### src/rtl/gvn_pkg.sv
// gvn_pkg: shared constants and types for the grid vertex normal unit.
// No dependencies; imported by the engine and the top level.
package gvn_pkg;

  localparam int DEF_MAX_WIDTH  = 256;
  localparam int DEF_COORD_BITS = 16;

  localparam int GW_W = 9;
  localparam int GH_W = 13;
  localparam int COL_W = 8;
  localparam int ROW_W = 12;
  localparam int ROW_LIMIT = 4096;

  localparam int CFG_INDEX_W = 2;
  localparam int CFG_DATA_W  = 13;
  localparam logic [CFG_INDEX_W-1:0] CFG_GRID_WIDTH  = 2'd0;
  localparam logic [CFG_INDEX_W-1:0] CFG_GRID_HEIGHT = 2'd1;
  localparam logic [GW_W-1:0] GRID_WIDTH_RST  = 9'd256;
  localparam logic [GH_W-1:0] GRID_HEIGHT_RST = 13'd4096;

  // serial arithmetic widths
  localparam int MUL_W  = 31;
  localparam int PROD_W = 2 * MUL_W;
  localparam int SUM_W  = 64;
  localparam int ROOT_W = 32;
  localparam int REM_W  = 36;
  localparam int Q_W    = 15;
  localparam int UNIT_SHIFT = 14;
  localparam int NUM_W  = MUL_W + UNIT_SHIFT + 1;
  localparam int CNT_W  = 5;
  localparam int SQRT_STEPS = 32;
  localparam int NORM_W = 16;

  typedef struct packed {
    logic signed [NORM_W-1:0] normal_x;
    logic signed [NORM_W-1:0] normal_y;
    logic [Q_W-1:0]           normal_z;
    logic                     degenerate;
  } gvn_norm_t;

endpackage

### src/rtl/gvn_engine.sv
// gvn_engine: cross product, scaling, square root and division for one normal,
// all bit-serial; products and squares share one shift-add multiplier. Depends on gvn_pkg.
module gvn_engine import gvn_pkg::*; #(
  parameter int COORD_BITS = DEF_COORD_BITS
) (
  input  logic                    clk,
  input  logic                    rst,
  input  logic                    start,
  input  logic [3*COORD_BITS-1:0] vtx_v,
  input  logic [3*COORD_BITS-1:0] vtx_n1,
  input  logic [3*COORD_BITS-1:0] vtx_n2,
  output logic                    done,
  output gvn_norm_t               result
);

  localparam int PRE = (COORD_BITS > 30) ? COORD_BITS - 30 : 0;
  localparam int FW  = COORD_BITS + 1;
  localparam int DW  = COORD_BITS + 1 - PRE;

  typedef enum logic [3:0] {
    E_IDLE, E_LOAD, E_MUL, E_ACC, E_SCALE, E_SQRT, E_DLOAD, E_DIV, E_DSTORE, E_FIN
  } estate_t;

  function automatic logic [DW-1:0] diff(input logic [COORD_BITS-1:0] n,
                                         input logic [COORD_BITS-1:0] v);
    logic [FW-1:0] d;
    logic [FW-1:0] mg;
    logic [FW-1:0] sh;
    logic [DW-1:0] t;
    d  = {n[COORD_BITS-1], n} - {v[COORD_BITS-1], v};
    mg = d[FW-1] ? (~d + 1'b1) : d;
    sh = mg >> PRE;
    t  = sh[DW-1:0];
    return d[FW-1] ? (~t + 1'b1) : t;
  endfunction

  function automatic logic [MUL_W-1:0] mag_d(input logic [DW-1:0] x);
    logic [DW-1:0] t;
    t = x[DW-1] ? (~x + 1'b1) : x;
    return MUL_W'(t);
  endfunction

  estate_t           state;
  logic [DW-1:0]     da [3];
  logic [DW-1:0]     db [3];
  logic [1:0]        k;
  logic              half;
  logic              sq;
  logic [PROD_W-1:0] mcand;
  logic [MUL_W-1:0]  mplier;
  logic [PROD_W-1:0] prod;
  logic              psign;
  logic [CNT_W-1:0]  cnt;
  logic [PROD_W:0]   acc;
  logic [PROD_W-1:0] cmag [3];
  logic [2:0]        csign;
  logic [SUM_W-1:0]  sum;
  logic [ROOT_W-1:0] root;
  logic [REM_W-1:0]  rem;
  logic [ROOT_W-1:0] rem_d;
  logic [Q_W-1:0]    nlo;
  logic [Q_W-1:0]    q;
  logic [Q_W-1:0]    qv [3];
  logic              degen;

  logic [1:0]        ia;
  logic [1:0]        ib;
  logic [PROD_W:0]   pval;
  logic [PROD_W:0]   nacc;
  logic [REM_W-1:0]  rem_n;
  logic [REM_W-1:0]  trial;
  logic [NUM_W-1:0]  num;
  logic [ROOT_W:0]   dt;
  logic [ROOT_W:0]   dsub;
  logic              dge;
  logic              too_big;
  logic              all_zero;
  logic              neg;
  logic [2:0]        osign;

  always_comb begin
    case (k)
      2'd0: begin
        ia = half ? 2'd2 : 2'd1;
        ib = half ? 2'd1 : 2'd2;
      end
      2'd1: begin
        ia = half ? 2'd0 : 2'd2;
        ib = half ? 2'd2 : 2'd0;
      end
      2'd2: begin
        ia = half ? 2'd1 : 2'd0;
        ib = half ? 2'd0 : 2'd1;
      end
      default: begin
        ia = 2'd0;
        ib = 2'd0;
      end
    endcase
  end

  always_comb begin
    pval  = psign ? (~{1'b0, prod} + 1'b1) : {1'b0, prod};
    nacc  = acc - pval;
    rem_n = {rem[REM_W-3:0], sum[SUM_W-1:SUM_W-2]};
    trial = REM_W'({root, 2'b01});
    num   = NUM_W'({cmag[k][MUL_W-1:0], UNIT_SHIFT'(0)}) + NUM_W'(root >> 1);
    dt    = {rem_d, nlo[Q_W-1]};
    dsub  = dt - {1'b0, root};
    dge   = dt >= {1'b0, root};
    too_big  = (|cmag[0][PROD_W-1:MUL_W]) | (|cmag[1][PROD_W-1:MUL_W])
             | (|cmag[2][PROD_W-1:MUL_W]);
    all_zero = (cmag[0] == '0) && (cmag[1] == '0) && (cmag[2] == '0);
    neg   = csign[2] && (cmag[2] != '0);
    osign = csign ^ {3{neg}};
  end

  always_ff @(posedge clk) begin
    if (rst) begin
      done <= 1'b0;
    end else begin
      done <= (state == E_FIN);
    end
  end

  always_ff @(posedge clk) begin
    if (rst) begin
      state <= E_IDLE;
    end else begin
      unique case (state)
        E_IDLE: begin
          if (start) begin
            for (int i = 0; i < 3; i++) begin
              da[i] <= diff(vtx_n1[i*COORD_BITS +: COORD_BITS],
                            vtx_v[i*COORD_BITS +: COORD_BITS]);
              db[i] <= diff(vtx_n2[i*COORD_BITS +: COORD_BITS],
                            vtx_v[i*COORD_BITS +: COORD_BITS]);
            end
            k     <= 2'd0;
            half  <= 1'b0;
            sq    <= 1'b0;
            degen <= 1'b0;
            state <= E_LOAD;
          end
        end
        E_LOAD: begin
          if (sq) begin
            mcand  <= PROD_W'(cmag[k][MUL_W-1:0]);
            mplier <= cmag[k][MUL_W-1:0];
            psign  <= 1'b0;
          end else begin
            mcand  <= PROD_W'(mag_d(da[ia]));
            mplier <= mag_d(db[ib]);
            psign  <= da[ia][DW-1] ^ db[ib][DW-1];
          end
          prod  <= '0;
          cnt   <= '0;
          state <= E_MUL;
        end
        E_MUL: begin
          if (mplier[0]) begin
            prod <= prod + mcand;
          end
          mcand  <= mcand << 1;
          mplier <= mplier >> 1;
          cnt    <= cnt + 1'b1;
          if (cnt == CNT_W'(MUL_W - 1)) begin
            state <= E_ACC;
          end
        end
        E_ACC: begin
          if (sq) begin
            sum <= sum + SUM_W'(prod);
            if (k == 2'd2) begin
              root  <= '0;
              rem   <= '0;
              cnt   <= '0;
              state <= E_SQRT;
            end else begin
              k     <= k + 1'b1;
              state <= E_LOAD;
            end
          end else if (!half) begin
            acc   <= pval;
            half  <= 1'b1;
            state <= E_LOAD;
          end else begin
            cmag[k]  <= nacc[PROD_W] ? PROD_W'(~nacc + 1'b1) : nacc[PROD_W-1:0];
            csign[k] <= nacc[PROD_W];
            half     <= 1'b0;
            if (k == 2'd2) begin
              k     <= 2'd0;
              state <= E_SCALE;
            end else begin
              k     <= k + 1'b1;
              state <= E_LOAD;
            end
          end
        end
        E_SCALE: begin
          if (all_zero) begin
            degen <= 1'b1;
            for (int i = 0; i < 3; i++) begin
              qv[i] <= '0;
            end
            state <= E_FIN;
          end else if (too_big) begin
            for (int i = 0; i < 3; i++) begin
              cmag[i] <= cmag[i] >> 1;
            end
          end else begin
            sq    <= 1'b1;
            sum   <= '0;
            state <= E_LOAD;
          end
        end
        E_SQRT: begin
          if (rem_n >= trial) begin
            rem  <= rem_n - trial;
            root <= {root[ROOT_W-2:0], 1'b1};
          end else begin
            rem  <= rem_n;
            root <= {root[ROOT_W-2:0], 1'b0};
          end
          sum <= sum << 2;
          cnt <= cnt + 1'b1;
          if (cnt == CNT_W'(SQRT_STEPS - 1)) begin
            k     <= 2'd0;
            state <= E_DLOAD;
          end
        end
        E_DLOAD: begin
          rem_d <= ROOT_W'(num[NUM_W-1:Q_W]);
          nlo   <= num[Q_W-1:0];
          q     <= '0;
          cnt   <= '0;
          state <= E_DIV;
        end
        E_DIV: begin
          rem_d <= dge ? dsub[ROOT_W-1:0] : dt[ROOT_W-1:0];
          q     <= {q[Q_W-2:0], dge};
          nlo   <= nlo << 1;
          cnt   <= cnt + 1'b1;
          if (cnt == CNT_W'(Q_W - 1)) begin
            state <= E_DSTORE;
          end
        end
        E_DSTORE: begin
          qv[k] <= q;
          if (k == 2'd2) begin
            state <= E_FIN;
          end else begin
            k     <= k + 1'b1;
            state <= E_DLOAD;
          end
        end
        E_FIN: begin
          result.normal_x   <= osign[0] ? -$signed({1'b0, qv[0]}) : $signed({1'b0, qv[0]});
          result.normal_y   <= osign[1] ? -$signed({1'b0, qv[1]}) : $signed({1'b0, qv[1]});
          result.normal_z   <= qv[2];
          result.degenerate <= degen;
          state <= E_IDLE;
        end
        default: state <= E_IDLE;
      endcase
    end
  end

endmodule

### config.mk
export PLATFORM = sky130hd
export DESIGN_NAME = gvn_engine
export DESIGN_NICKNAME = d
export VERILOG_FILES = /design/src/rtl/gvn_pkg.sv /design/src/rtl/gvn_engine.sv
export SDC_FILE = /design/constraint.sdc
export NUM_CORES = 2
export LEC_CHECK = 0
export ABC_AREA = 0
export BUFFER_PORTS_ARGS = -buffer_cell sky130_fd_sc_hd__buf_2
export CORE_MARGIN = 5
export CORE_UTILIZATION = 30
export DETAILED_ROUTE_END_ITERATION = 8
export GPL_TIMING_DRIVEN = 0
export REMOVE_ABC_BUFFERS = 1
export SLEW_MARGIN = 5
export SYNTH_ARGS = -nofsm -noshare
export SYNTH_HDL_FRONTEND = slang
export SYNTH_SLANG_ARGS = --single-unit
### constraint.sdc
create_clock -name clk -period 12.85 [get_ports clk]
set_clock_uncertainty 0.15 [all_clocks]
set_input_delay 0 -clock clk [delete_from_list [all_inputs] [get_ports clk]]
set_output_delay 0 -clock clk [all_outputs]
set_load 0.005 [all_outputs]
# Yosys cells after proc, flatten, opt, wreduce, memory -nomap -nowiden
# Memory sizes are Yosys's and may differ from the RTL's. A register that Yosys moved wholly into a read port is not among the register bits.
# Cells that the tools add are included.
word_totals:
  ff_bits: 462
  ram_bits: 333
  input_bits: 147
  out_inout_bits: 49
  mem_count: 4
mem_list:
  columns: ["name", "depth", "width", "read_ports", "rd_clocked_by_memory_dff", "wr", "line", "source"]
  rows:
  - ["cmag", 3, 62, 4, 1, 3, "gvn_engine.sv:55", "logic [PROD_W-1:0] cmag [3];"]
  - ["da", 3, 17, 1, 0, 3, "gvn_engine.sv:44", "logic [DW-1:0] da [3];"]
  - ["db", 3, 17, 1, 0, 3, "gvn_engine.sv:45", "logic [DW-1:0] db [3];"]
  - ["qv", 3, 15, 3, 1, 3, "gvn_engine.sv:63", "logic [Q_W-1:0] qv [3];"]
classes:
  addsub: 32
  magnitude_cmp: 4
  eq_ne: 27
  mux: 110
  bitwise: 23
  n_reduce_logical: 40
ops:
  columns: ["cell", "count"]
  rows:
  - ["case mux 62 bit (2 select lines)", 2]
  - ["adder 17 x 1 -> 17 bit, second input constant", 14]
  - ["2-to-1 mux 17 bit", 14]
  - ["inverter 17 bit", 14]
  - ["2-to-1 mux 64 bit", 3]
  - ["case mux 64 bit (3 select lines)", 1]
  - ["zero test 62 bit", 3]
  - ["2-to-1 mux 62 bit", 3]
  - ["case mux 32 bit (2 select lines)", 2]
  - ["2-to-1 mux 34 bit", 3]
  - ["subtractor 16 x 16 -> 17 bit", 6]
  - ["2-to-1 mux 32 bit", 3]
  - ["OR reduction 31 bit", 3]
  - ["case mux 34 bit (2 select lines)", 1]
  - ["adder 64 x 62 -> 64 bit", 1]
  - ["adder 63 x 1 -> 63 bit, second input constant", 1]
  - ["2-to-1 mux 63 bit", 1]
  - ["inverter 62 -> 63 bit", 1]
  - ["subtractor 63 bit", 1]
  - ["adder 62 x 1 -> 62 bit, second input constant", 1]
  - ["adder 62 bit", 1]
  - ["2-to-1 mux 31 bit", 2]
  - ["inverter 62 bit", 1]
  - ["case mux 31 bit (2 select lines)", 1]
  - ["53 further kinds", 153]

# Logic depth before layout (Yosys ltp)
# An unclocked memory read counts as a cell.
depth:
  depth_word: 11
  ltp_mapped: 29
  mapped_depth_nobuf: 24

# Worst setup path after synthesis
# OpenSTA, ideal clock, no wires.
synth_timing:
  path_kind: "register to register"
  start: "mem cmag[0][57] (netlist name)"
  end: "reg sum[0], enable pin"
  setup_ps: 828
  arrival_time_ps: 11293
  slack_ps: 579
  path_stages_with_launch: 6
  synth_period_minus_slack_ps: 12271
  cell_sequence: "edfxtp_1 nor4_1 nand4_1 nor4_1 a21boi_0 a2111oi_0"
synth_lines:
  columns: ["item", "line", "source"]
  rows:
  - ["start: declaration", "gvn_engine.sv:55", null]
  - ["end signal: assignment", "gvn_engine.sv:173", "sum <= sum + SUM_W'(prod);"]
  - ["end signal: assignment", "gvn_engine.sv:225", "sum <= sum << 2;"]
  - ["end: declaration", "gvn_engine.sv:57", "logic [SUM_W-1:0] sum;"]

==> results.yml <==
critical_path:
  required_ns: 13.12
  r2r_end: "cmag[1][59]"
  reg2reg_depth: 21
  end_kind: "flip-flop"
  crit_arrival_ns: 8.83
  reg2reg_setup_slack_ns: 4.29
  crit_path_frequent_cell: "nand4_1"
  cp_num_buf_inv: 1
  crit_path_start_kind: "flip-flop"
  cp_slowest_cell: "nand4_1"
  max_stage_delay_ns: 0.82
  reg2reg_from: "prod[1]"
  path_delay_family: "simple AND/OR/NAND/NOR gates"
  crit_path_cell_trace: "inv_1, ha_1, nor4b_1, nand4_1, o41ai_1, xor2_1, ha_1, a21oi_1, nand2_1, a31oi_1, maj3_1, a2111o_1, a31oi_1, o21ai_1, nor4_2, nand4_1, nor4_1, nand4_1, o21ai_1, xor2_1, o21ai_0"
  cp_max_fo: 14
  worstSetupPathType: "flip-flop to flip-flop"
yosys:
  async_flop_share_pct: 0
  synth-compound-area-share_pct: 18.5
  synth_fa_ha_area_share_pct: 7.95
  ys_seq_elements: 843
  synth_mux_area_share_pct: 2.52
  synthSimpleGateAreaFrac_pct: 17.8
  yosys_most_used_dff: "edfxtp_1"
  synth_top_area_cell: "edfxtp_1"
  synth_top_family_by_area: "compound AO/OA/AOI/OAI gates"
  synth_area_leaders: "edfxtp_1, ha_1, xnor2_1, o21ai_0, nand2_1"
  ys_warn_count: 0
  syn_avg_cell_area_um2: 9.44
  yosysSeqAreaShare_pct: 40.2
  synthDistinctLibCells: 119
  syn_inst: 6647
  synth-xor-area-share_pct: 9.30
  synth-edff-count: 833
  synth_area_um2: 62700
  ys_top_cells_by_count: "edfxtp_1, nand2_1, nor2_1"
  synth_top_cell_area_share_pct: 39.9
  yosysMostFrequentCell: "edfxtp_1"
global_route:
  grt_pass1_vias: 50100
  grt_start_max_net_pins: 73
  grt-ovfl-total: 0
  track_usage_pct: 15.8
  antenna_found_initial: 8
  grt_pass1_wl_mm: 281
placement:
  place_inst: 9481
  place_congestion: 0.890
  port_buffers: 195
  placedInstanceArea_um2: 67800
  post-dp-hpwl_mm: 137
timing:
  max_clock_freq_mhz: 117
  rsz0062_at_grt: "false"
  hold_violations: 0
  max_slew_margin_pct: 4.20
  slew_violations: 0
  period_needed_ns: 8.56
  holdWs_ns: 0.0659
  tightest_slew_ns: 1.40
  fin_crit_sh_pct: 66.6
  setup_viol: 0
route:
  postRouteAntennaNets: 0
  wl_mm: 180
  vias: 52500
  wl_per_cell_um: 18.5
  drc_errors: 0
  drtIter0Drc: 4750
  first_pass_iters: 6
  vias_per_cell: 5.38
status:
  status: "finished clean"
floorplanning:
  core_um2: 208000
  num_rows: 167
  start_util_pct: 30.2
  die-area_um2: 218000
  ios: 196
  die_x_um: 467
  die_y_um: 467
clock_network:
  cts-resized-gates: 0
  clk_pin_slew_worst_paths_ns: 0.06
  htree_levels: 3
  cts.sinks: 843
  clk_latency_ns: 0.72
  cts-root-buf: "clkbuf_16"
  cts_tree: "yes"
  numCtsBuffers: 95
  cts.path.max_buffers: 3
pwr:
  ir_drop_mv: 0.120
  leakage_nw: 27.1
  power_mw: 13.1
  power.density_nw_per_um2: 182
hold_path:
  min_to: "db[2][10]"
  whs_path_depth: 5
  hp-class: "input pin to flip-flop"
  hp-start: "vtx_n2[42]"
final_layout:
  fin_area_um2: 71900
  finalNonFillerCells: 9753
  drive_above_1_share_pct: 8.82
  nNetsFinal: 7399
  area_delta_synth_final_pct: 14.6
run:
  cap_viol_max_count: 0
## kinds of logic after synthesis
group / after synthesis
flip-flops: 843
XOR/XNOR: 636
AO/OA/AOI/OAI: 1781
buffers and inverters: 622
adder cells (fa/ha/maj): 397
multiplexers: 119
AND/OR/NAND/NOR: 2249
## metal layers
metal	track usage [%]	routed length (µm)	vias up
met4	4.20	4140	4
met2	25.5	80900	1824
met3	1.88	11900	236
met5	0	27	-
li1	-	-	25100
met1	22.4	83200	25300
## cell type report
class	instances	area (µm²)
tap	2788	3490
fill	21000	136000
inverter	390	1460
clock buffer	121	2620
antenna	4	10.0
timing repair buffer	367	3190
clock inverter	58	577
multi-input combinational	5182	35400
sequential	843	25200
## report_power, final
| group | switching (mW) | internal (mW) |
|---|---|---|
| logic | 3.86 | 2.35 |
| registers | 0.354 | 3.73 |
| clock network | 1.19 | 1.63 |
| total | 5.40 | 7.70 |
## layout by cell type (no fill, tap or decap), drive strengths merged, types with 21 or more instances in the layout
cell         count
maj3            24
or3             59
nand2b          93
mux4            31
or4             34
inv            391
and2            71
nor2b           86
nor4           104
nand3          128
nor2           519
a31oi           57
xnor2          391
o41ai           21
nor3           158
o31ai           56
buf            279
or2             53
a22o            76
a21oi          385
nor3b           25
edfxtp         833
and3           147
clkbuf         121
a21boi          38
nand2          646
a211oi          64
o21bai          51
nand4           65
ha             362
mux2i           85
dlygate4sd3     88
o21ai          538
clkinv          41
o21a            66
xor2           230
a21o           143
o211ai          64
## registers in the layout, summed over array words and instances (netlist names), 34 cells and up, named ones only
signal	count
mcand	62
rem	34
qv	45
cmag	217
da	51
prod	62
sum	64
result	48
db	51
acc	63
## timing repair
item / CTS / global route
hold endpoints to repair: 140 / 0
buffers inserted: 0 / 0
setup endpoints to repair: 0 / 0
hold buffers: 88 / 0
## stage by stage
step / utilization, % / setup TNS (ns) / worst slack, ns
after CTS: 34.6 / 0 / 3.84
after global routing: 34.6 / 0 / 3.78
after global placement: 31.9 / -923.37 / -9.97
after floorplan: - / 0 / 0.521
after detailed placement: 32.7 / 0 / 3.87
final: 34.6 / 0 / 4.29
## worst max-delay path by stage
stage / start / endpoint / slack (ns) / depth (start not counted)
finish: prod[1] / cmag[1][59] / 4.29 / 21
global route: prod[1] / cmag[1][58] / 3.78 / 21
CTS: prod[7] / cmag[1][27] / 3.84 / 21
detailed placement: prod[0] / cmag[1][27] / 3.87 / 21
global placement: cmag[1][33] / sum[22] / -9.97 / 5
floorplan: sq / sum[0] / 0.52 / 2
## tightest hold or removal path, cell delays in order
cell	delay (ns)
buf_2	0.08
ha_1	0.17
xnor2_1	0.16
xnor2_1	0.19
xor2_1	0.19
(Power assumes the default switching activity.)
